==> config.mk <==
export PLATFORM = sky130hd
export DESIGN_NAME = kmp_stream_matcher
export DESIGN_NICKNAME = d
export VERILOG_FILES = /design/src/rtl/core/kmp_pkg.sv /design/src/rtl/core/kmp_stream_matcher.sv /design/src/rtl/core/kmp_table_build.sv /design/src/rtl/core/kmp_front.sv /design/src/rtl/core/kmp_back.sv
export VERILOG_INCLUDE_DIRS = /design/src /design/src/rtl/core
export SDC_FILE = /design/constraint.sdc
export NUM_CORES = 1
export LEC_CHECK = 0
export BUFFER_PORTS_ARGS = -buffer_cell sky130_fd_sc_hd__buf_4
export CAP_MARGIN = 40
export CORE_ASPECT_RATIO = 1.4
export CORE_UTILIZATION = 53
export DETAILED_ROUTE_END_ITERATION = 16
export PLACE_DENSITY = 0.86
export REMOVE_ABC_BUFFERS = 1
export SLEW_MARGIN = 10
export SYNTH_ARGS = -nofsm -noshare
export SYNTH_HDL_FRONTEND = slang
export SYNTH_SLANG_ARGS = --single-unit
==> constraint.sdc <==
create_clock -name clock -period 4.8 [get_ports clock]
set_input_delay 0.72 -clock clock [delete_from_list [all_inputs] [get_ports clock]]
set_output_delay 0.72 -clock clock [all_outputs]
set_load 0.005 [all_outputs]
==> src/rtl/core/kmp_stream_matcher_macros.svh <==
// assertion macros shared by the matcher rtl
// no dependencies; included by the modules that carry assertions
`ifndef KMP_STREAM_MATCHER_MACROS_SVH
`define KMP_STREAM_MATCHER_MACROS_SVH

// condition holds in the same cycle as the trigger
`define KMP_ASSERT_IMPLY(label, clk, rst, trig, cond) \
   label: assert property (@(posedge clk) disable iff (rst) (trig) |-> (cond)) \
      else $error("kmp assertion failed");

// condition holds in the cycle after the trigger
`define KMP_ASSERT_NEXT(label, clk, rst, trig, cond) \
   label: assert property (@(posedge clk) disable iff (rst) (trig) |=> (cond)) \
      else $error("kmp assertion failed");

`endif

==> src/rtl/core/kmp_pkg.sv <==
// types and constants of the streaming kmp matcher
// no dependencies; imported by every matcher module
package kmp_pkg;

   localparam int TEXT_W      = 8;
   localparam int START_W     = 16;
   localparam int PATTERN_W   = 64;
   localparam int LENGTH_W    = 4;
   localparam int CSR_ADDR_W  = 4;
   localparam int CSR_DATA_W  = 64;

   // request queue between front and back
   localparam int QUEUE_DEPTH = 2;
   localparam int QUEUE_PTR_W = 1;
   localparam int QUEUE_CNT_W = 2;

   // register index codes (paddr bit 3)
   localparam logic CSR_IDX_PATTERN = 1'b0;
   localparam logic CSR_IDX_LENGTH  = 1'b1;

   typedef struct packed {
      logic [TEXT_W-1:0] text_byte;
      logic              text_last;
   } kmp_req_type;

   typedef struct packed {
      logic               match_found;
      logic [START_W-1:0] match_start;
      logic               result_last;
   } kmp_rsp_type;

   typedef enum logic [1:0] {
      BUILD_INIT,
      BUILD_STEP,
      BUILD_DONE
   } kmp_build_state_type;

endpackage

==> src/rtl/core/kmp_stream_matcher.sv <==
// streaming kmp matcher: one result per text byte, via the front queue and result register
// throughput one byte per cycle unless rsp_ready stalls; back-end kmp step and result register set the pace
// after reset and after every register write the failure table is rebuilt, one walk step per
// cycle, and no request is taken until it is done
// reset is synchronous: clears queue, partial index, position and result valid
// depends on kmp_pkg, kmp_table_build, kmp_front, kmp_back
module kmp_stream_matcher #(
   parameter int MAX_PATTERN   = 8,
   parameter int POSITION_BITS = 16
) (
   input  logic                           clock,
   input  logic                           reset,
   input  logic                           req_valid,
   output logic                           req_ready,
   input  kmp_pkg::kmp_req_type           req_payload,
   output logic                           rsp_valid,
   input  logic                           rsp_ready,
   output kmp_pkg::kmp_rsp_type           rsp_payload,
   input  logic                           csr_psel,
   input  logic                           csr_penable,
   input  logic                           csr_pwrite,
   input  logic [kmp_pkg::CSR_ADDR_W-1:0] csr_paddr,
   input  logic [kmp_pkg::CSR_DATA_W-1:0] csr_pwdata,
   output logic [kmp_pkg::CSR_DATA_W-1:0] csr_prdata,
   output logic                           csr_pready
);
   import kmp_pkg::*;

   localparam int CNT_BITS = $clog2(MAX_PATTERN + 1);

   logic [PATTERN_W-1:0] pattern_ff;
   logic [LENGTH_W-1:0]  length_ff;
   logic [CNT_BITS-1:0]  eff_len;
   logic                 csr_write;
   logic                 build_busy;
   logic                 q_valid;
   logic                 q_ready;
   logic [MAX_PATTERN-1:0] q_eq;
   logic                 q_last;
   logic [MAX_PATTERN-1:0][MAX_PATTERN-1:0] chain;

   // register writes
   assign csr_pready = 1'b1;
   assign csr_write  = csr_psel && csr_penable && csr_pwrite && csr_pready;

   always_ff @(posedge clock) begin
      if (reset) begin
         pattern_ff <= '0;
         length_ff  <= LENGTH_W'(1);
      end else if (csr_write) begin
         case (csr_paddr[3])
            CSR_IDX_PATTERN: pattern_ff <= csr_pwdata;
            CSR_IDX_LENGTH:  length_ff  <= csr_pwdata[LENGTH_W-1:0];
            default: begin
            end
         endcase
      end
   end

   // register reads
   always_comb begin
      case (csr_paddr[3])
         CSR_IDX_PATTERN: csr_prdata = pattern_ff;
         CSR_IDX_LENGTH:  csr_prdata = CSR_DATA_W'(length_ff);
         default:         csr_prdata = '0;
      endcase
   end

   // length in use: zero reads as one, clamp at the maximum
   always_comb begin
      if (length_ff == '0) begin
         eff_len = CNT_BITS'(1);
      end else if (length_ff > LENGTH_W'(MAX_PATTERN)) begin
         eff_len = CNT_BITS'(MAX_PATTERN);
      end else begin
         eff_len = CNT_BITS'(length_ff);
      end
   end

   kmp_table_build #(
      .MAX_PATTERN (MAX_PATTERN)
   ) u_build (
      .clock         (clock),
      .reset         (reset),
      .start         (csr_write),
      .pattern_bytes (pattern_ff),
      .eff_len       (eff_len),
      .chain         (chain),
      .busy          (build_busy)
   );

   kmp_front #(
      .MAX_PATTERN (MAX_PATTERN)
   ) u_front (
      .clock         (clock),
      .reset         (reset),
      .req_valid     (req_valid),
      .req_ready     (req_ready),
      .req_payload   (req_payload),
      .pattern_bytes (pattern_ff),
      .build_busy    (build_busy),
      .q_valid       (q_valid),
      .q_ready       (q_ready),
      .q_eq          (q_eq),
      .q_last        (q_last)
   );

   kmp_back #(
      .MAX_PATTERN   (MAX_PATTERN),
      .POSITION_BITS (POSITION_BITS)
   ) u_back (
      .clock       (clock),
      .reset       (reset),
      .q_valid     (q_valid),
      .q_ready     (q_ready),
      .q_eq        (q_eq),
      .q_last      (q_last),
      .chain       (chain),
      .eff_len     (eff_len),
      .cfg_clear   (csr_write),
      .rsp_valid   (rsp_valid),
      .rsp_ready   (rsp_ready),
      .rsp_payload (rsp_payload)
   );

endmodule

==> src/rtl/core/kmp_table_build.sv <==
// failure table builder: walks the pattern one step per cycle
// depends on kmp_pkg; produces the fallback chain masks used by kmp_back
`include "kmp_stream_matcher_macros.svh"

module kmp_table_build #(
   parameter int MAX_PATTERN = 8
) (
   input  logic                                  clock,
   input  logic                                  reset,
   input  logic                                  start,
   input  logic [kmp_pkg::PATTERN_W-1:0]         pattern_bytes,
   input  logic [$clog2(MAX_PATTERN+1)-1:0]      eff_len,
   output logic [MAX_PATTERN-1:0][MAX_PATTERN-1:0] chain,
   output logic                                  busy
);
   import kmp_pkg::*;

   localparam int IDX_BITS = (MAX_PATTERN > 1) ? $clog2(MAX_PATTERN) : 1;
   localparam int CNT_BITS = $clog2(MAX_PATTERN + 1);

   kmp_build_state_type state_ff, state_in;
   logic [IDX_BITS-1:0] i_ff, i_in;
   logic [IDX_BITS-1:0] j_ff, j_in;
   logic                jnone_ff, jnone_in;

   logic [MAX_PATTERN-1:0][IDX_BITS-1:0]    fail_idx_ff;
   logic [MAX_PATTERN-1:0]                  fail_none_ff;
   logic [MAX_PATTERN-1:0][MAX_PATTERN-1:0] chain_ff;

   logic                   wr_en;
   logic [IDX_BITS-1:0]    wr_addr;
   logic [IDX_BITS-1:0]    wr_idx;
   logic                   wr_none;
   logic [MAX_PATTERN-1:0] wr_chain;
   logic [TEXT_W-1:0]      pat_i;
   logic [TEXT_W-1:0]      pat_j;
   logic [CNT_BITS-1:0]    i_next_cnt;

   // pattern bytes at both walk pointers
   assign pat_i      = pattern_bytes[TEXT_W*i_ff +: TEXT_W];
   assign pat_j      = pattern_bytes[TEXT_W*j_ff +: TEXT_W];
   assign i_next_cnt = CNT_BITS'(i_ff) + CNT_BITS'(1);

   // state register and walk pointers
   always_ff @(posedge clock) begin
      if (reset) begin
         state_ff <= BUILD_INIT;
      end else begin
         state_ff <= state_in;
      end
   end

   always_ff @(posedge clock) begin
      i_ff     <= i_in;
      j_ff     <= j_in;
      jnone_ff <= jnone_in;
      if (wr_en) begin
         fail_idx_ff[wr_addr]  <= wr_idx;
         fail_none_ff[wr_addr] <= wr_none;
         chain_ff[wr_addr]     <= wr_chain;
      end
   end

   // one step of the border walk per cycle
   always_comb begin
      state_in = state_ff;
      i_in     = i_ff;
      j_in     = j_ff;
      jnone_in = jnone_ff;
      wr_en    = 1'b0;
      wr_addr  = i_ff;
      wr_idx   = '0;
      wr_none  = 1'b0;
      wr_chain = '0;
      case (state_ff)
         BUILD_INIT: begin
            i_in     = '0;
            j_in     = '0;
            jnone_in = 1'b1;
            wr_en    = 1'b1;
            wr_addr  = '0;
            wr_none  = 1'b1;
            wr_chain = MAX_PATTERN'(1);
            state_in = BUILD_STEP;
         end
         BUILD_STEP: begin
            if (i_next_cnt >= eff_len) begin
               state_in = BUILD_DONE;
            end else if (jnone_ff || (pat_i == pat_j)) begin
               // extend the border; chain of i is i plus the chain of its fallback
               i_in     = i_ff + IDX_BITS'(1);
               j_in     = jnone_ff ? '0 : j_ff + IDX_BITS'(1);
               jnone_in = 1'b0;
               wr_en    = 1'b1;
               wr_addr  = i_in;
               wr_idx   = j_in;
               wr_none  = 1'b0;
               wr_chain = (MAX_PATTERN'(1) << i_in) | chain_ff[j_in];
            end else begin
               j_in     = fail_idx_ff[j_ff];
               jnone_in = fail_none_ff[j_ff];
            end
         end
         BUILD_DONE: begin
            state_in = BUILD_DONE;
         end
         default: begin
            state_in = BUILD_INIT;
         end
      endcase
      if (start) begin
         state_in = BUILD_INIT;
      end
   end

   assign chain = chain_ff;
   assign busy  = (state_ff != BUILD_DONE);

   // finished table stays put until the next register write
   `KMP_ASSERT_NEXT(a_build_done_holds, clock, reset, (state_ff == BUILD_DONE) && !start, state_ff == BUILD_DONE)

endmodule

==> src/rtl/core/kmp_front.sv <==
// front end: accepts text requests, compares each byte against all pattern bytes
// depends on kmp_pkg; feeds a two-entry queue read by kmp_back
`include "kmp_stream_matcher_macros.svh"

module kmp_front #(
   parameter int MAX_PATTERN = 8
) (
   input  logic                          clock,
   input  logic                          reset,
   input  logic                          req_valid,
   output logic                          req_ready,
   input  kmp_pkg::kmp_req_type          req_payload,
   input  logic [kmp_pkg::PATTERN_W-1:0] pattern_bytes,
   input  logic                          build_busy,
   output logic                          q_valid,
   input  logic                          q_ready,
   output logic [MAX_PATTERN-1:0]        q_eq,
   output logic                          q_last
);
   import kmp_pkg::*;

   logic [QUEUE_DEPTH-1:0][MAX_PATTERN-1:0] eq_q_ff;
   logic [QUEUE_DEPTH-1:0]                  last_q_ff;
   logic [QUEUE_PTR_W-1:0] rd_ptr_ff, rd_ptr_in;
   logic [QUEUE_PTR_W-1:0] wr_ptr_ff, wr_ptr_in;
   logic [QUEUE_CNT_W-1:0] count_ff, count_in;
   logic [MAX_PATTERN-1:0] eq_vec;
   logic                   push;
   logic                   pop;

   // classify the byte against every pattern position
   always_comb begin
      for (int k = 0; k < MAX_PATTERN; k++) begin
         eq_vec[k] = (req_payload.text_byte == pattern_bytes[TEXT_W*k +: TEXT_W]);
      end
   end

   assign req_ready = (count_ff != QUEUE_CNT_W'(QUEUE_DEPTH)) && !build_busy;
   assign push      = req_valid && req_ready;
   assign q_valid   = (count_ff != '0);
   assign pop       = q_valid && q_ready;
   assign q_eq      = eq_q_ff[rd_ptr_ff];
   assign q_last    = last_q_ff[rd_ptr_ff];

   // queue pointers and fill count
   always_comb begin
      wr_ptr_in = push ? wr_ptr_ff + QUEUE_PTR_W'(1) : wr_ptr_ff;
      rd_ptr_in = pop ? rd_ptr_ff + QUEUE_PTR_W'(1) : rd_ptr_ff;
      count_in  = count_ff;
      if (push && !pop) begin
         count_in = count_ff + QUEUE_CNT_W'(1);
      end else if (pop && !push) begin
         count_in = count_ff - QUEUE_CNT_W'(1);
      end
   end

   always_ff @(posedge clock) begin
      if (reset) begin
         rd_ptr_ff <= '0;
         wr_ptr_ff <= '0;
         count_ff  <= '0;
      end else begin
         rd_ptr_ff <= rd_ptr_in;
         wr_ptr_ff <= wr_ptr_in;
         count_ff  <= count_in;
      end
   end

   // queue storage
   always_ff @(posedge clock) begin
      if (push) begin
         eq_q_ff[wr_ptr_ff]   <= eq_vec;
         last_q_ff[wr_ptr_ff] <= req_payload.text_last;
      end
   end

   `KMP_ASSERT_IMPLY(a_queue_bound, clock, reset, 1'b1, count_ff <= QUEUE_CNT_W'(QUEUE_DEPTH))
   `KMP_ASSERT_NEXT(a_queue_keeps_item, clock, reset, q_valid && !q_ready, q_valid)

endmodule

==> src/rtl/core/kmp_back.sv <==
// back end: kmp state update, position counter and result register
// depends on kmp_pkg; takes classified requests from kmp_front, chain masks from kmp_table_build
`include "kmp_stream_matcher_macros.svh"

module kmp_back #(
   parameter int MAX_PATTERN   = 8,
   parameter int POSITION_BITS = 16
) (
   input  logic                                    clock,
   input  logic                                    reset,
   input  logic                                    q_valid,
   output logic                                    q_ready,
   input  logic [MAX_PATTERN-1:0]                  q_eq,
   input  logic                                    q_last,
   input  logic [MAX_PATTERN-1:0][MAX_PATTERN-1:0] chain,
   input  logic [$clog2(MAX_PATTERN+1)-1:0]        eff_len,
   input  logic                                    cfg_clear,
   output logic                                    rsp_valid,
   input  logic                                    rsp_ready,
   output kmp_pkg::kmp_rsp_type                    rsp_payload
);
   import kmp_pkg::*;

   localparam int IDX_BITS = (MAX_PATTERN > 1) ? $clog2(MAX_PATTERN) : 1;
   localparam int CNT_BITS = $clog2(MAX_PATTERN + 1);

   logic [IDX_BITS-1:0]      partial_ff, partial_in;
   logic [POSITION_BITS-1:0] position_ff, position_in;
   logic                     rsp_valid_ff, rsp_valid_in;
   kmp_rsp_type              rsp_payload_ff;
   kmp_rsp_type              rsp_payload_in;

   logic                     pop;
   logic [MAX_PATTERN-1:0]   hit;
   logic [CNT_BITS-1:0]      advance;
   logic                     found;
   logic [POSITION_BITS-1:0] span;
   logic [POSITION_BITS-1:0] start_pos;
   logic [31:0]              start_wide;

   assign q_ready = !rsp_valid_ff || rsp_ready;
   assign pop     = q_valid && q_ready;

   // candidates on the fallback chain that match the byte; the longest wins
   assign hit = chain[partial_ff] & q_eq;

   always_comb begin
      advance = '0;
      for (int k = 0; k < MAX_PATTERN; k++) begin
         if (hit[k]) begin
            advance = CNT_BITS'(k + 1);
         end
      end
   end

   assign found = (advance == eff_len);

   // start of the match, clamped at zero
   assign span       = POSITION_BITS'(eff_len - CNT_BITS'(1));
   assign start_pos  = (position_ff >= span) ? position_ff - span : '0;
   assign start_wide = 32'(start_pos);

   // next partial index and position
   always_comb begin
      partial_in  = partial_ff;
      position_in = position_ff;
      if (pop) begin
         partial_in = found ? '0 : advance[IDX_BITS-1:0];
         if (q_last) begin
            partial_in  = '0;
            position_in = '0;
         end else if (position_ff != '1) begin
            position_in = position_ff + POSITION_BITS'(1);
         end
      end
      if (cfg_clear) begin
         partial_in = '0;
      end
   end

   // result register
   always_comb begin
      rsp_valid_in   = rsp_valid_ff;
      rsp_payload_in = rsp_payload_ff;
      if (pop) begin
         rsp_valid_in               = 1'b1;
         rsp_payload_in.match_found = found;
         rsp_payload_in.match_start = found ? start_wide[START_W-1:0] : '0;
         rsp_payload_in.result_last = q_last;
      end else if (rsp_ready) begin
         rsp_valid_in = 1'b0;
      end
   end

   always_ff @(posedge clock) begin
      if (reset) begin
         partial_ff   <= '0;
         position_ff  <= '0;
         rsp_valid_ff <= 1'b0;
      end else begin
         partial_ff   <= partial_in;
         position_ff  <= position_in;
         rsp_valid_ff <= rsp_valid_in;
      end
   end

   always_ff @(posedge clock) begin
      rsp_payload_ff <= rsp_payload_in;
   end

   assign rsp_valid   = rsp_valid_ff;
   assign rsp_payload = rsp_payload_ff;

   `KMP_ASSERT_NEXT(a_match_restarts, clock, reset, pop && found, partial_ff == '0)
   `KMP_ASSERT_NEXT(a_pop_gives_result, clock, reset, pop, rsp_valid_ff)

endmodule

## Word-level counts from Yosys, hierarchy flattened

Index checks and enable logic that the tools add are counted.

| word-level totals | value |
|---|---|
| register bits | 233 |
| bits of input ports | 84 |
| output and inout bits | 85 |

| cells by class | value |
|---|---|
| add/subtract/negate cells | 10 |
| order comparisons | 11 |
| equality and inequality tests | 17 |
| shifts and indexed selects | 3 |
| muxes and demuxes | 68 |
| bitwise logic cells | 3 |
| reduce and logical (&&, ||, !) cells | 28 |

Operators by type and width:

| operator | count |
|---|---|
| $pmux W64 S2 | 1 |
| $shiftx A64 B7 Y8 | 2 |
| $eq A8 B8 Y1 | 9 |
| $bwmux W64 | 1 |
| $mux W8 | 8 |
| $bmux W8 S3 | 2 |
| $mux W3 | 16 |
| $mux W16 | 2 |
| $bwmux W24 | 1 |
| $demux W8 S3 | 1 |
| $add A16 B1 Y16 const B | 1 |
| $bwmux W16 | 1 |
| $ge A16 B16 Y1 | 1 |
| $lt A3 B4 Y1 const B | 4 |
| $ne A16 B16 Y1 const B | 1 |
| $pmux W8 S2 | 1 |
| $sub A16 B16 Y16 | 1 |
| $mux W1 | 13 |
| $mux W4 | 3 |
| $pmux W3 S2 | 2 |
| $mux W2 | 5 |
| $reduce_and A2 Y1 | 5 |
| $reduce_bool A2 Y1 | 5 |
| $bmux W3 S3 | 1 |
| 35 further kinds | 53 |

## Longest topological paths before layout

Gate-level depths: netlist of the first run.

| logic depth | value |
|---|---|
| depth after elaboration | 14 |
| mapped depth | 15 |

## Modules after synthesis

Synthesis of the first run repeated with hierarchy kept, for this count alone.

| second synthesis, totals | value |
|---|---|
| cells, all modules | 1195 |
| area, all modules | 13860.8 um2 |

Modules (own cells, without submodules):

| module | instances | cells each | area each (um2) |
|---|---|---|---|
| kmp_table_build | 1 | 367 | 5645.4 |
| kmp_stream_matcher | 1 | 371 | 3513.4 |
| kmp_back | 1 | 310 | 3105.5 |
| kmp_front | 1 | 147 | 1596.5 |

## Worst setup path after synthesis of the first run

Ideal clock, no wire load.

| timing path | value |
|---|---|
| kind | reg2reg |
| start point | reg u_build.i_ff[0] |
| end point | reg u_build.chain_ff (netlist bit u_build.chain[32]), enable pin |
| setup time | 0.399 ns |
| arrival time | 4.252 ns |
| required time | 4.401 ns |
| path slack | 0.149 ns |
| stages on the path, launching flop included | 14 |
| buffers on the path | 4 |
| cells stage by stage | dfxtp_1 buf_6 buf_6 clkbuf_1 inv_1 ha_1 ha_1 a21o_1 a21o_1 a211oi_1 mux2i_1 or3_1 buf_2 nor3b_1 |

| on the way | value |
|---|---|
| word-level cells in the longest chain between the ends | 6 |

RTL lines:

| what | RTL line | text |
|---|---|---|
| start: declaration | kmp_table_build.sv:22 | `logic [IDX_BITS-1:0] i_ff, i_in;` |
| start signal: assignment | kmp_table_build.sv:54 | `i_ff <= i_in;` |
| $shiftx A64 B7 Y8 | kmp_table_build.sv:40 | `assign pat_i = pattern_bytes[TEXT_W*i_ff +: TEXT_W];` |
| $eq A8 B8 Y1 | kmp_table_build.sv:89 | `end else if (jnone_ff \|\| (pat_i == pat_j)) begin` |
| $logic_or A1 B1 Y1 | kmp_table_build.sv:89 |  |
| $mux W1 | kmp_table_build.sv:89 |  |
| $mux W1 (*) | kmp_table_build.sv:87 | `if (i_next_cnt >= eff_len) begin` |
| $pmux W1 S2 (*) | kmp_table_build.sv:75 | `case (state_ff)` |
| end signal: indexed assignment | kmp_table_build.sv:60 | `chain_ff[wr_addr] <= wr_chain;` |
| end: declaration | kmp_table_build.sv:28 | `logic [MAX_PATTERN-1:0][MAX_PATTERN-1:0] chain_ff;` |

Every way passes the cells marked *; elsewhere a longest branch is shown, timed or not.
A chain may end at the register's enable or synchronous reset.

## Final worst setup path of the first run

| timing path | value |
|---|---|
| start point | reg length_ff[1] |
| end point | reg u_back.rsp_payload_ff (netlist bit u_back.rsp_payload[10]), data pin |

| on the way | value |
|---|---|
| word-level cells in the longest chain between the ends | 6 |

RTL lines:

| what | RTL line | text |
|---|---|---|
| start: declaration | kmp_stream_matcher.sv:32 | `logic [LENGTH_W-1:0] length_ff;` |
| start signal: assignment | kmp_stream_matcher.sv:53 | `CSR_IDX_LENGTH: length_ff <= csr_pwdata[LENGTH_W-1:0];` |
| $gt A4 B4 Y1 | kmp_stream_matcher.sv:73 | `end else if (length_ff > LENGTH_W'(MAX_PATTERN)) begin` |
| $mux W4 | kmp_stream_matcher.sv:73 |  |
| $mux W4 (*) | kmp_stream_matcher.sv:71 | `if (length_ff == '0) begin` |
| $sub A4 B1 Y5 | kmp_back.sv:59 | `assign span = POSITION_BITS'(eff_len - CNT_BITS'(1));` |
| $ge A16 B16 Y1 | kmp_back.sv:60 | `assign start_pos = (position_ff >= span) ? position_ff - span : '0;` |
| $reduce_and A2 Y1 (no line) | -- |  |
| end signal: assignment | kmp_back.sv:108 | `rsp_payload_ff <= rsp_payload_in;` |
| end: declaration | kmp_back.sv:30 | `kmp_rsp_type rsp_payload_ff;` |

Marks and branches as above.

==> results.md, run 1 <==
* Ys flop type: edfxtp_1
* Total die area at 0.0250 mm2
* Yosys top cell area share at 31.6%
* Max VDD drop at 0.350 mV
* Synthesized area per cell at 11.2 um2
* RSZ-0062 raised after global routing: false
* Final Total Pwr at 0.00681 W
* DP Wirelength at 22500 um
* Most common cell after layout, fill and taps aside: buf_4
* Highest Clock Rate at 250 MHz
* Avg WL per Cell at 19.7 um
* Worst Setup End Kind: flip-flop
* Num rows at 67
* Post-route ant nets at 0
* Syn. warnings at 0
* GP Congestion at 0.910
* Synth cell types at 64
* Area leader, netlist: edfxtp_1
* Sequential cell area at 0.00603 mm2
* Max_slew headroom at 38.1%
* Antenna diode count at 0
* Synth top area cells: edfxtp_1 (32%), dfxtp_1 (15%), mux4_2 (11%), xnor2_1 (6.1%), mux2i_1 (5.3%)
* Crit path launch type: flip-flop
* Clock sink count at 233
* Status: completed
* Post-synth EDFFs at 136
* CTS Buf Count at 23
* Post-route clock period utilization at 83.4%
* Hold WS at 0.402 ns
* Initial antenna violation count at 0
* Crit path top cell by count: nor2_1
* Total of max-cap violations at 0
* Final Util at 63.6%
* Port buffer count at 164
* Finished Layout Cells at 1635
* Fraction of registers with async set/reset at 0%
* Initial Util at 54.0%
* Gr ovfl total at 0
* Syn Inst Count at 1151
* Leak Pwr at 5.48 nW
* DR DRC count at 0
* Area of the multi-input gates at 0.00657 mm2
* Final Skew at 0.0134 ns
* Final Critical Period at 4.00 ns
* Fin. max-slew vios at 0
* Detailed-route via count at 9863
* Most frequent cells in the layout: buf_4 (185), nand2_1 (163), edfxtp_1 (136), dfxtp_1 (97), xnor2_1 (90)
* Vias in the first global route at 9928
* Filler cells at 1814
* # nets final at 1424
* Setup CP Type: flip-flop to flip-flop
* GRT Overall Usage at 25.6%
* Pin count of the biggest net entering global routing at 78
* Drt total wl at 32200 um
* Max incr delay on CP at 0.54 ns
* Post-CTS Setup Inserts at 0
* Crit-path slowest cell: a221oi_1
* Global-route wire length before repair at 50500 um
* Crit path arrival time at 4.22 ns
* Peak fanout along the critical path at 16
* First-pass DRT Iterations at 5
* Clock latency on the worst-skew pair at 0.52 ns
* Worst hold path type: primary input to flip-flop
* Final hold viol count at 0
* Hold Buf Count CTS at 0
* H-tree Lvls at 1
* Share of cells above drive strength 1 at 22.9%
* Die Height at 187 um
* CP delay by family, top: compound AO/OA/AOI/OAI gates
* Via density at 6.03
* P per Cell Area at 447 mW/mm2
* WP data required at 5.02 ns
* Buf+Inv Stages, Crit Path at 2
* DIE WIDTH at 134 um
* Dpl cells at 1593
* Clock transition at the registers of the reported paths at 0.06 ns
* Clock buffer depth at 3
* Syn-to-layout area delta at 17.9%
* DR iter-0 viols at 843
* Final setup viols at 0
* Cts repair resizes at 0
* Core area at 0.0240 mm2
* Total I/O pin count at 169
* Seq/Total Area, Yosys at 46.6%
* Post-Syn Area at 0.0129 mm2
* Seq cells post-synth at 233
* Clk root buf: clkbuf_16
* CP Cell Sequence: nor2_1 -> nor2_1 -> nor2_1 -> inv_1 -> ha_1 -> fa_1 -> a21o_1 -> a221oi_1 -> a21oi_1 -> a221oi_1 -> o211ai_1 -> a21oi_2 -> buf_4 -> a211oi_1
* CTS tree: built
* Worst-Margin Slew at 0.927 ns
-- worst reg2reg max path: stages, from the launching register on --
cell,delay (ns)
dfxtp_1,0.38
nor2_1,0.23
nor2_1,0.06
nor2_1,0.16
inv_1,0.13
ha_1,0.34
fa_1,0.45
a21o_1,0.20
a221oi_1,0.38
a21oi_1,0.21
a221oi_1,0.54
o211ai_1,0.18
a21oi_2,0.14
buf_4,0.23
a211oi_1,0.09
-- where the power goes --
group | internal [W] | switching, W | leakage, nW
logic | 0.00101 | 0.00127 | 3.11
clock network | 0.00104 | 0.000752 | 0.362
registers | 0.00251 | 0.000229 | 2.01
total | 0.00456 | 0.00225 | 5.48
-- synthesized netlist by cell type (all sizes together), types with 9 or more instances --
master and number:
dfxtp 97, a211oi 22, mux2i 69, nor3 9, nor2 60, buf 24, edfxtp 136, nor2b 65
a21o 13, xor2 16, inv 21, a21oi 89, nand3 13, mux4 65, o21ai 9, xnor2 90
nand2 163, ha 31, clkbuf 45, nand4 25
-- layer usage --
| metal | global-route usage, % | wire, um |
|---|---|---|
| met5 | 0 | 0 |
| met4 | 14.0 | 1500 |
| met3 | 3.58 | 2440 |
| met2 | 46.7 | 17000 |
| met1 | 28.5 | 11300 |
-- cell type report --
type | count | area share (%)
Clock inverter | 10 | 0.673
Inverter | 21 | 0.517
Multi-Input combinational cell | 841 | 43.1
Clock buffer | 32 | 4.20
Timing Repair Buffer | 188 | 9.49
Sequential cell | 233 | 39.5
Tap cell | 310 | 2.54
-- path summary, 6_finish.rpt --
check                                   start                                    to  slack, ns  cells after the start
min reg2reg  u_build.state_ff[0]$_SDFFE_PP0P_      u_build.state_ff[0]$_SDFFE_PP0P_       0.47                      2
max                 length_ff[1]$_SDFFE_PP0P_  u_back.rsp_payload[10]$_SDFFCE_PN0P_       0.80                     14
min                            req_payload[0]        u_front.last_q_ff[1]$_DFFE_PP_       0.40                      1
max reg2reg         length_ff[1]$_SDFFE_PP0P_  u_back.rsp_payload[10]$_SDFFCE_PN0P_       0.80                     14
-- through the flow --
step	area, um2	TNS (ns)	setup slack (ns)
after floorplan	12700	-2.51	-0.0889
after global placement	14400	0	0.930
after detailed placement	14500	0	0.950
after CTS	15200	0	0.877
after global routing	15200	0	0.541
final	15200	0	0.799
-- sequential cells by signal, summed over array words and instances (netlist names) --
signal / cells
pattern_ff: 64
u_build.chain: 64
u_build.fail_idx_ff: 24
u_back.rsp_payload: 18
u_back.position_ff: 16
u_front.eq_q_ff: 16
u_build.fail_none_ff: 8
length_ff: 4
u_back.partial_ff: 3
u_build.i_ff: 3
u_build.j_ff: 3
u_build.state_ff: 2
u_front.count_ff: 2
u_front.last_q_ff: 2
u_back.rsp_valid: 1
u_build.jnone_ff: 1
u_front.rd_ptr_ff: 1
u_front.wr_ptr_ff: 1
-- cell families after synthesis --
| family | Yosys count | synth area share [%] |
|---|---|---|
| flops | 233 | 46.6 |
| buf+inv | 90 | 3.15 |
| fa+ha+maj | 32 | 3.15 |
| mux | 138 | 17.0 |
| xor+xnor | 106 | 7.18 |
| other cells | 1 | 0.0290 |
| simple gates | 376 | 13.9 |
| compound gates | 175 | 8.96 |
No activity file was read; power rests on OpenSTA's default activity.
==> run 2, diff against run 1 <==
ABC_AREA = 1   (was default)
CORE_UTILIZATION = 59   (was 53)
PLACE_DENSITY = 0.9   (was 0.86)
clock period = 4.12 ns   (was 4.8 ns; I/O delays follow)
==> run 2 against run 1 <==
Sequential share of layout area down 1.5 points. Critical path depth up 4. Die area down 5.6%. Largest cell class unchanged. Area after synthesis up 5.0%. Largest power group is now combinational cells. Critical path type unchanged. Sequential power up 16%. Final area up 3.9%. Fmax up 12%.
==> results.md, run 2 <==
* Port buffer count at 164
* Drt total wl at 37100 um
* Final setup viols at 0
* Most common cell after layout, fill and taps aside: nand2_1
* Setup CP Type: flip-flop to flip-flop
* Post-CTS Setup Inserts at 0
* Synthesized area per cell at 7.72 um2
* Final Util at 70.3%
* Seq cells post-synth at 233
* DR DRC count at 0
* Synth cell types at 50
* CTS Buf Count at 23
* Fin. max-slew vios at 0
* Syn. warnings at 0
* Synth top cells by count: nand2_1 (449), inv_1 (185), nor2_1 (155)
* Vias in the first global route at 12.1k
* Clock buffer depth at 3
* Highest Clock Rate at 280 MHz
* Syn-to-layout area delta at 16.6%
* Crit path arrival time at 3.77 ns
* Setup ws final at 0.554 ns
* Status: completed
* Via density at 5.71
* Clock latency on the worst-skew pair at 0.53 ns
* CTS tree: built
* # nets final at 2021
* Most frequent cell after synthesis: nand2_1
* Clock transition at the registers of the reported paths at 0.07 ns
* Hold path start: req_payload[0]
* WP data required at 4.32 ns
* Crit path launch type: flip-flop
* First-pass DRT Iterations at 9
* Num rows at 65
* Clock sink count at 233
* Hold Buf Count CTS at 0
* Peak fanout along the critical path at 18
* Worst-Margin Slew at 0.791 ns
* Pre-CTS setup slack at 0.700 ns
* Ys flop type: edfxtp_1
* Final Skew at 0.0295 ns
* Critical R2R Launch: u_build.i_ff[0]$_DFF_P_
* Max_slew headroom at 47.1%
* Worst Setup End Kind: flip-flop
* Avg WL per Cell at 16.7 um
* Pin count of the biggest net entering global routing at 81
* Share of cells above drive strength 1 at 14.8%
* Detailed-route via count at 12.7k
* Cts repair resizes at 0
* Clk root buf: clkbuf_16
* WHS Path Cells at 1
* DP Wirelength at 26100 um
* Gr ovfl total at 0
* Finished Layout Cells at 2222
* Global-route wire length before repair at 58800 um
* Seq/Total Area, Yosys at 44.4%
* H-tree Lvls at 1
* Reg2reg setup slack at 0.55 ns
* Post-Syn Area at 0.0136 mm2
* Core area at 0.0225 mm2
* Total die area at 0.0236 mm2
* Synth top area cells: edfxtp_1 (30%), dfxtp_1 (14%), nand2_1 (12%), a21oi_1 (5.3%), inv_1 (5.1%)
* Post-synth EDFFs at 136
* Initial antenna violation count at 0
* DIE WIDTH at 130 um
* Dpl cells at 2181
* Area leader, netlist: edfxtp_1
* Yosys top cell area share at 30.1%
* Hold WS at 0.295 ns
* GP Congestion at 0.956
* Fraction of registers with async set/reset at 0%
* Most frequent cells in the layout: nand2_1 (449), buf_4 (200), inv_1 (184), nor2_1 (155), a21oi_1 (143)
* Initial Util at 60.3%
* GRT Overall Usage at 31.6%
* Syn Inst Count at 1758
* Die Height at 182 um
* Critical path startpoint: u_build.i_ff[0]$_DFF_P_
* Total of max-cap violations at 0
* P per Cell Area at 603 mW/mm2
* Worst hold path type: primary input to flip-flop
* Setup TNS Final at 0 ns
* RSZ-0062 raised after global routing: false
* Antenna diode count at 0
* DR iter-0 viols at 1071
* Final hold viol count at 0
* Max VDD drop at 0.356 mV
* Worst r2r path cells at 18
* Post-route clock period utilization at 86.5%
* Post-route ant nets at 0
* Leak Pwr at 6.94 nW
* Final Critical Period at 3.57 ns
* Total I/O pin count at 169
## run 2: cell types whose count changed after synthesis, sizes merged, moves of 21 or more
cell	before	now
nor2b	65	0
xnor2	90	51
mux4	65	0
o21ai	9	138
inv	21	193
nand3	13	132
mux2i	69	0
buf	24	45
nand2	163	462
nor2	60	168
a21oi	89	144
## run 2: path summary, 6_finish.rpt
kind	to
worst max-delay path	u_build.fail_idx_ff[10]$_DFFE_PP_
worst max register to register	u_build.fail_idx_ff[10]$_DFFE_PP_
worst min-delay path	u_front.last_q_ff[1]$_DFFE_PP_
worst min register to register	u_back.position_ff[9]$_SDFFE_PP0P_
## run 2: power breakdown
group	leakage, nW	internal [W]	switching (W)
logic	4.50	0.00138	0.00275
registers	2.05	0.00298	0.000192
clock network	0.393	0.00135	0.000904
## run 2: kinds of logic after synthesis
kind of cell / synth area share [%]
adders and majority gates: 3.00
DFF: 44.4
AOI/OAI and AO/OA: 13.8
xor gates and xnor gates: 4.51
and+or+nand+nor: 25.0
other: 0.0276
buffers and inverters: 9.32
## run 2: layout make-up
type | instances | area (um2)
fill | 1654 | 6690
clock inverter | 17 | 220
sequential | 233 | 6030
inverter | 194 | 739
multi-input combinational | 1251 | 6340
clock buffer | 24 | 589
tap | 301 | 377
timing repair buffer | 202 | 1550
## run 2: per-stage QoR
step | cell area (um2) | power [W]
after floorplan | 13100 | 0.00585
after global placement | 15000 | 0.00705
after detailed placement | 15000 | 0.00720
after CTS | 15800 | 0.00946
after global routing | 15800 | 0.0101
final | 15800 | 0.00955
## run 2: per-layer routing
layer	vias to the layer above	track usage (%)	routed length, um
met5	-	0	0
met4	0	21.5	2350
met3	175	6.01	3030
met2	674	55.1	18800
met1	5733	34.0	12900
li1	6097	-	-
## run 2: worst max-delay path: stages, from the launching register on
cell and delay (ns):
dfxtp_1 0.37, buf_4 0.28, inv_4 0.05, ha_1 0.31, ha_1 0.30, inv_1 0.07, a21oi_1 0.04, o21ai_0 0.17
nand2_1 0.08, a21oi_1 0.24, nand2_1 0.25, inv_1 0.18, nand2_4 0.16, nand2_1 0.12, nand2_1 0.06, nand2_2 0.08
nand2_1 0.09, nor2_1 0.16, buf_4 0.25
==> run 3, diff against run 2 <==
CORE_UTILIZATION = 35   (was 59)
PLACE_DENSITY = 0.62   (was 0.9)
==> run 3 against run 2 <==
Core utilization down 28 points. Hold slack worse by 0.035 ns. First-iteration DRC count down 31%. Sequential share of layout area down 0.74 points. Global-route usage down 12 points. Total power down 0.10%. Sequential power about the same. Highest routed layer unchanged. Non-clock buffer count up 2. Final area up 2.0%. Count of clock-buffer cells in the layout up 3.
==> results.md, run 3 (synthesized netlist as in run 2, its figures left out) <==
* Worst Setup End Kind: flip-flop
* Worst hold path type: primary input to flip-flop
* Crit path launch type: flip-flop
* Fin. max-slew vios at 0
* Sum of routed wire segments on met1 at 15000 um
* Via density at 5.00
* Final setup viols at 0
* Initial Util at 35.4%
* Total I/O pin count at 169
* Global-route wire length before repair at 61300 um
* Post-CTS Setup Inserts at 0
* CP Cell Sequence: inv_4 -> ha_1 -> ha_1 -> inv_1 -> a21oi_1 -> o21ai_0 -> nand2_1 -> a21oi_1 -> nand2_1 -> inv_1 -> nand2_4 -> nand2_1 -> o21ai_2 -> inv_1 -> nand2_2 -> nor2_1 -> buf_4
* Leak Pwr at 6.93 nW
* Post-route ant nets at 0
* Syn-to-layout area delta at 19.0%
* Clk root buf: clkbuf_16
* DR DRC count at 0
* Status: completed
* Share of cells above drive strength 1 at 14.9%
* Final hold viol count at 0
* Clock latency on the worst-skew pair at 0.55 ns
* Post-route clock period utilization at 85.3%
* DR iter-0 viols at 739
* Clock sink count at 233
* Most common cell after layout, fill and taps aside: nand2_1
* Vias in the first global route at 11.9k
* Total die area at 0.0396 mm2
* GP Congestion at 0.911
* Final Critical Period at 3.52 ns
* Antenna diode count at 0
* Setup TNS Final at 0 ns
* Max Used Layer: met4
* DIE WIDTH at 168 um
* Drt total wl at 38900 um
* Num rows at 85
* Hold Buf Count CTS at 0
* Hold WS at 0.260 ns
* Clock transition at the registers of the reported paths at 0.06 ns
* Filler cells at 3859
* Cts repair resizes at 0
* Max VDD drop at 0.312 mV
* Crit-path slowest cell: dfxtp_1
* Die Height at 235 um
* Total of max-cap violations at 0
* Routed wl met3 at 1880 um
* First-pass DRT Iterations at 7
* Buf+Inv Stages, Crit Path at 5
* Peak fanout along the critical path at 20
* Setup CP Type: flip-flop to flip-flop
* Most frequent cells in the layout: nand2_1 (449), buf_4 (200), inv_1 (184), nor2_1 (155), a21oi_1 (143)
* CTS tree: built
* Port buffer count at 164
* Clock buffer depth at 3
* Max_slew headroom at 45.9%
* RSZ-0062 raised after global routing: false
* Post-DP Area at 0.0153 mm2
* Post-Layout Inst Area at 0.0162 mm2
* Max incr delay on CP at 0.49 ns
* DP Wirelength at 28100 um
* WP data required at 4.35 ns
* Final Skew at 0.0277 ns
* CTS Buf Count at 25
* # nets final at 2025
* Avg WL per Cell at 15.9 um
* GRT Overall Usage at 19.6%
* H-tree Lvls at 1
* Detailed-route via count at 12.3k
* Worst-Margin Slew at 0.802 ns
* Core area at 0.0384 mm2
* Initial antenna violation count at 0
* Highest Clock Rate at 284 MHz
* Final Total Pwr at 0.00954 W
* WL met2 at 20300 um
* Gr ovfl total at 0
* CP delay by family, top: simple AND/OR/NAND/NOR gates
* Crit path arrival time at 3.74 ns
* P per Cell Area at 591 mW/mm2
* Pin count of the biggest net entering global routing at 88
-- run 3: changes by cell type in the layout (fill, tap and decap cells not counted), sizes merged --
cell / before / now
buf: 202 / 204
bufinv: 5 / 3
clkbuf: 24 / 27
clkinv: 10 / 7
clkinvlp: 3 / 8
inv: 193 / 194
-- run 3: layout make-up --
type / instances / area (um2) / area share (%)
clock inverter: 18 / 181 / 1.12
inverter: 194 / 739 / 4.58
multi-input combinational: 1251 / 6340 / 39.2
tap: 522 / 653 / 4.04
sequential: 233 / 6030 / 37.3
timing repair buffer: 204 / 1580 / 9.79
clock buffer: 27 / 633 / 3.92
-- run 3: report_power, final --
part           switching [W]  internal (W)  leakage, nW  total (W)
sequential          0.000174       0.00298         2.05    0.00315
combinational        0.00275       0.00139         4.51    0.00414
clock               0.000947       0.00130        0.375    0.00225
-- run 3: stage by stage --
stage          utilization (%)  setup WS (ns)  cells
3_3_place_gp              40.0          0.669   2404
2_1_floorplan                -          0.146   1678
6_report                  42.1          0.604   2449
4_1_cts                   42.1          0.615   2449
5_1_grt                   42.1          0.303   2449
3_5_place_dp              40.0          0.645   2404
-- run 3: path summary, 6_finish.rpt --
path                                      start                                 end  slack, ns  depth (start not counted)
max                     u_build.i_ff[1]$_DFF_P_         u_build.chain[21]$_DFFE_PP_       0.60                         17
min reg2reg  u_back.position_ff[9]$_SDFFE_PP0P_  u_back.position_ff[9]$_SDFFE_PP0P_       0.47                          2
min                              req_payload[0]      u_front.last_q_ff[0]$_DFFE_PP_       0.26                          1
max reg2reg             u_build.i_ff[1]$_DFF_P_         u_build.chain[21]$_DFFE_PP_       0.60                         17
-- run 3: per-layer routing --
layer  global-route usage [%]  vias up
met5                        0        -
met4                     9.31        0
met3                     2.46       93
met2                     36.6      383
met1                     21.8     5681
li1                         -     6094
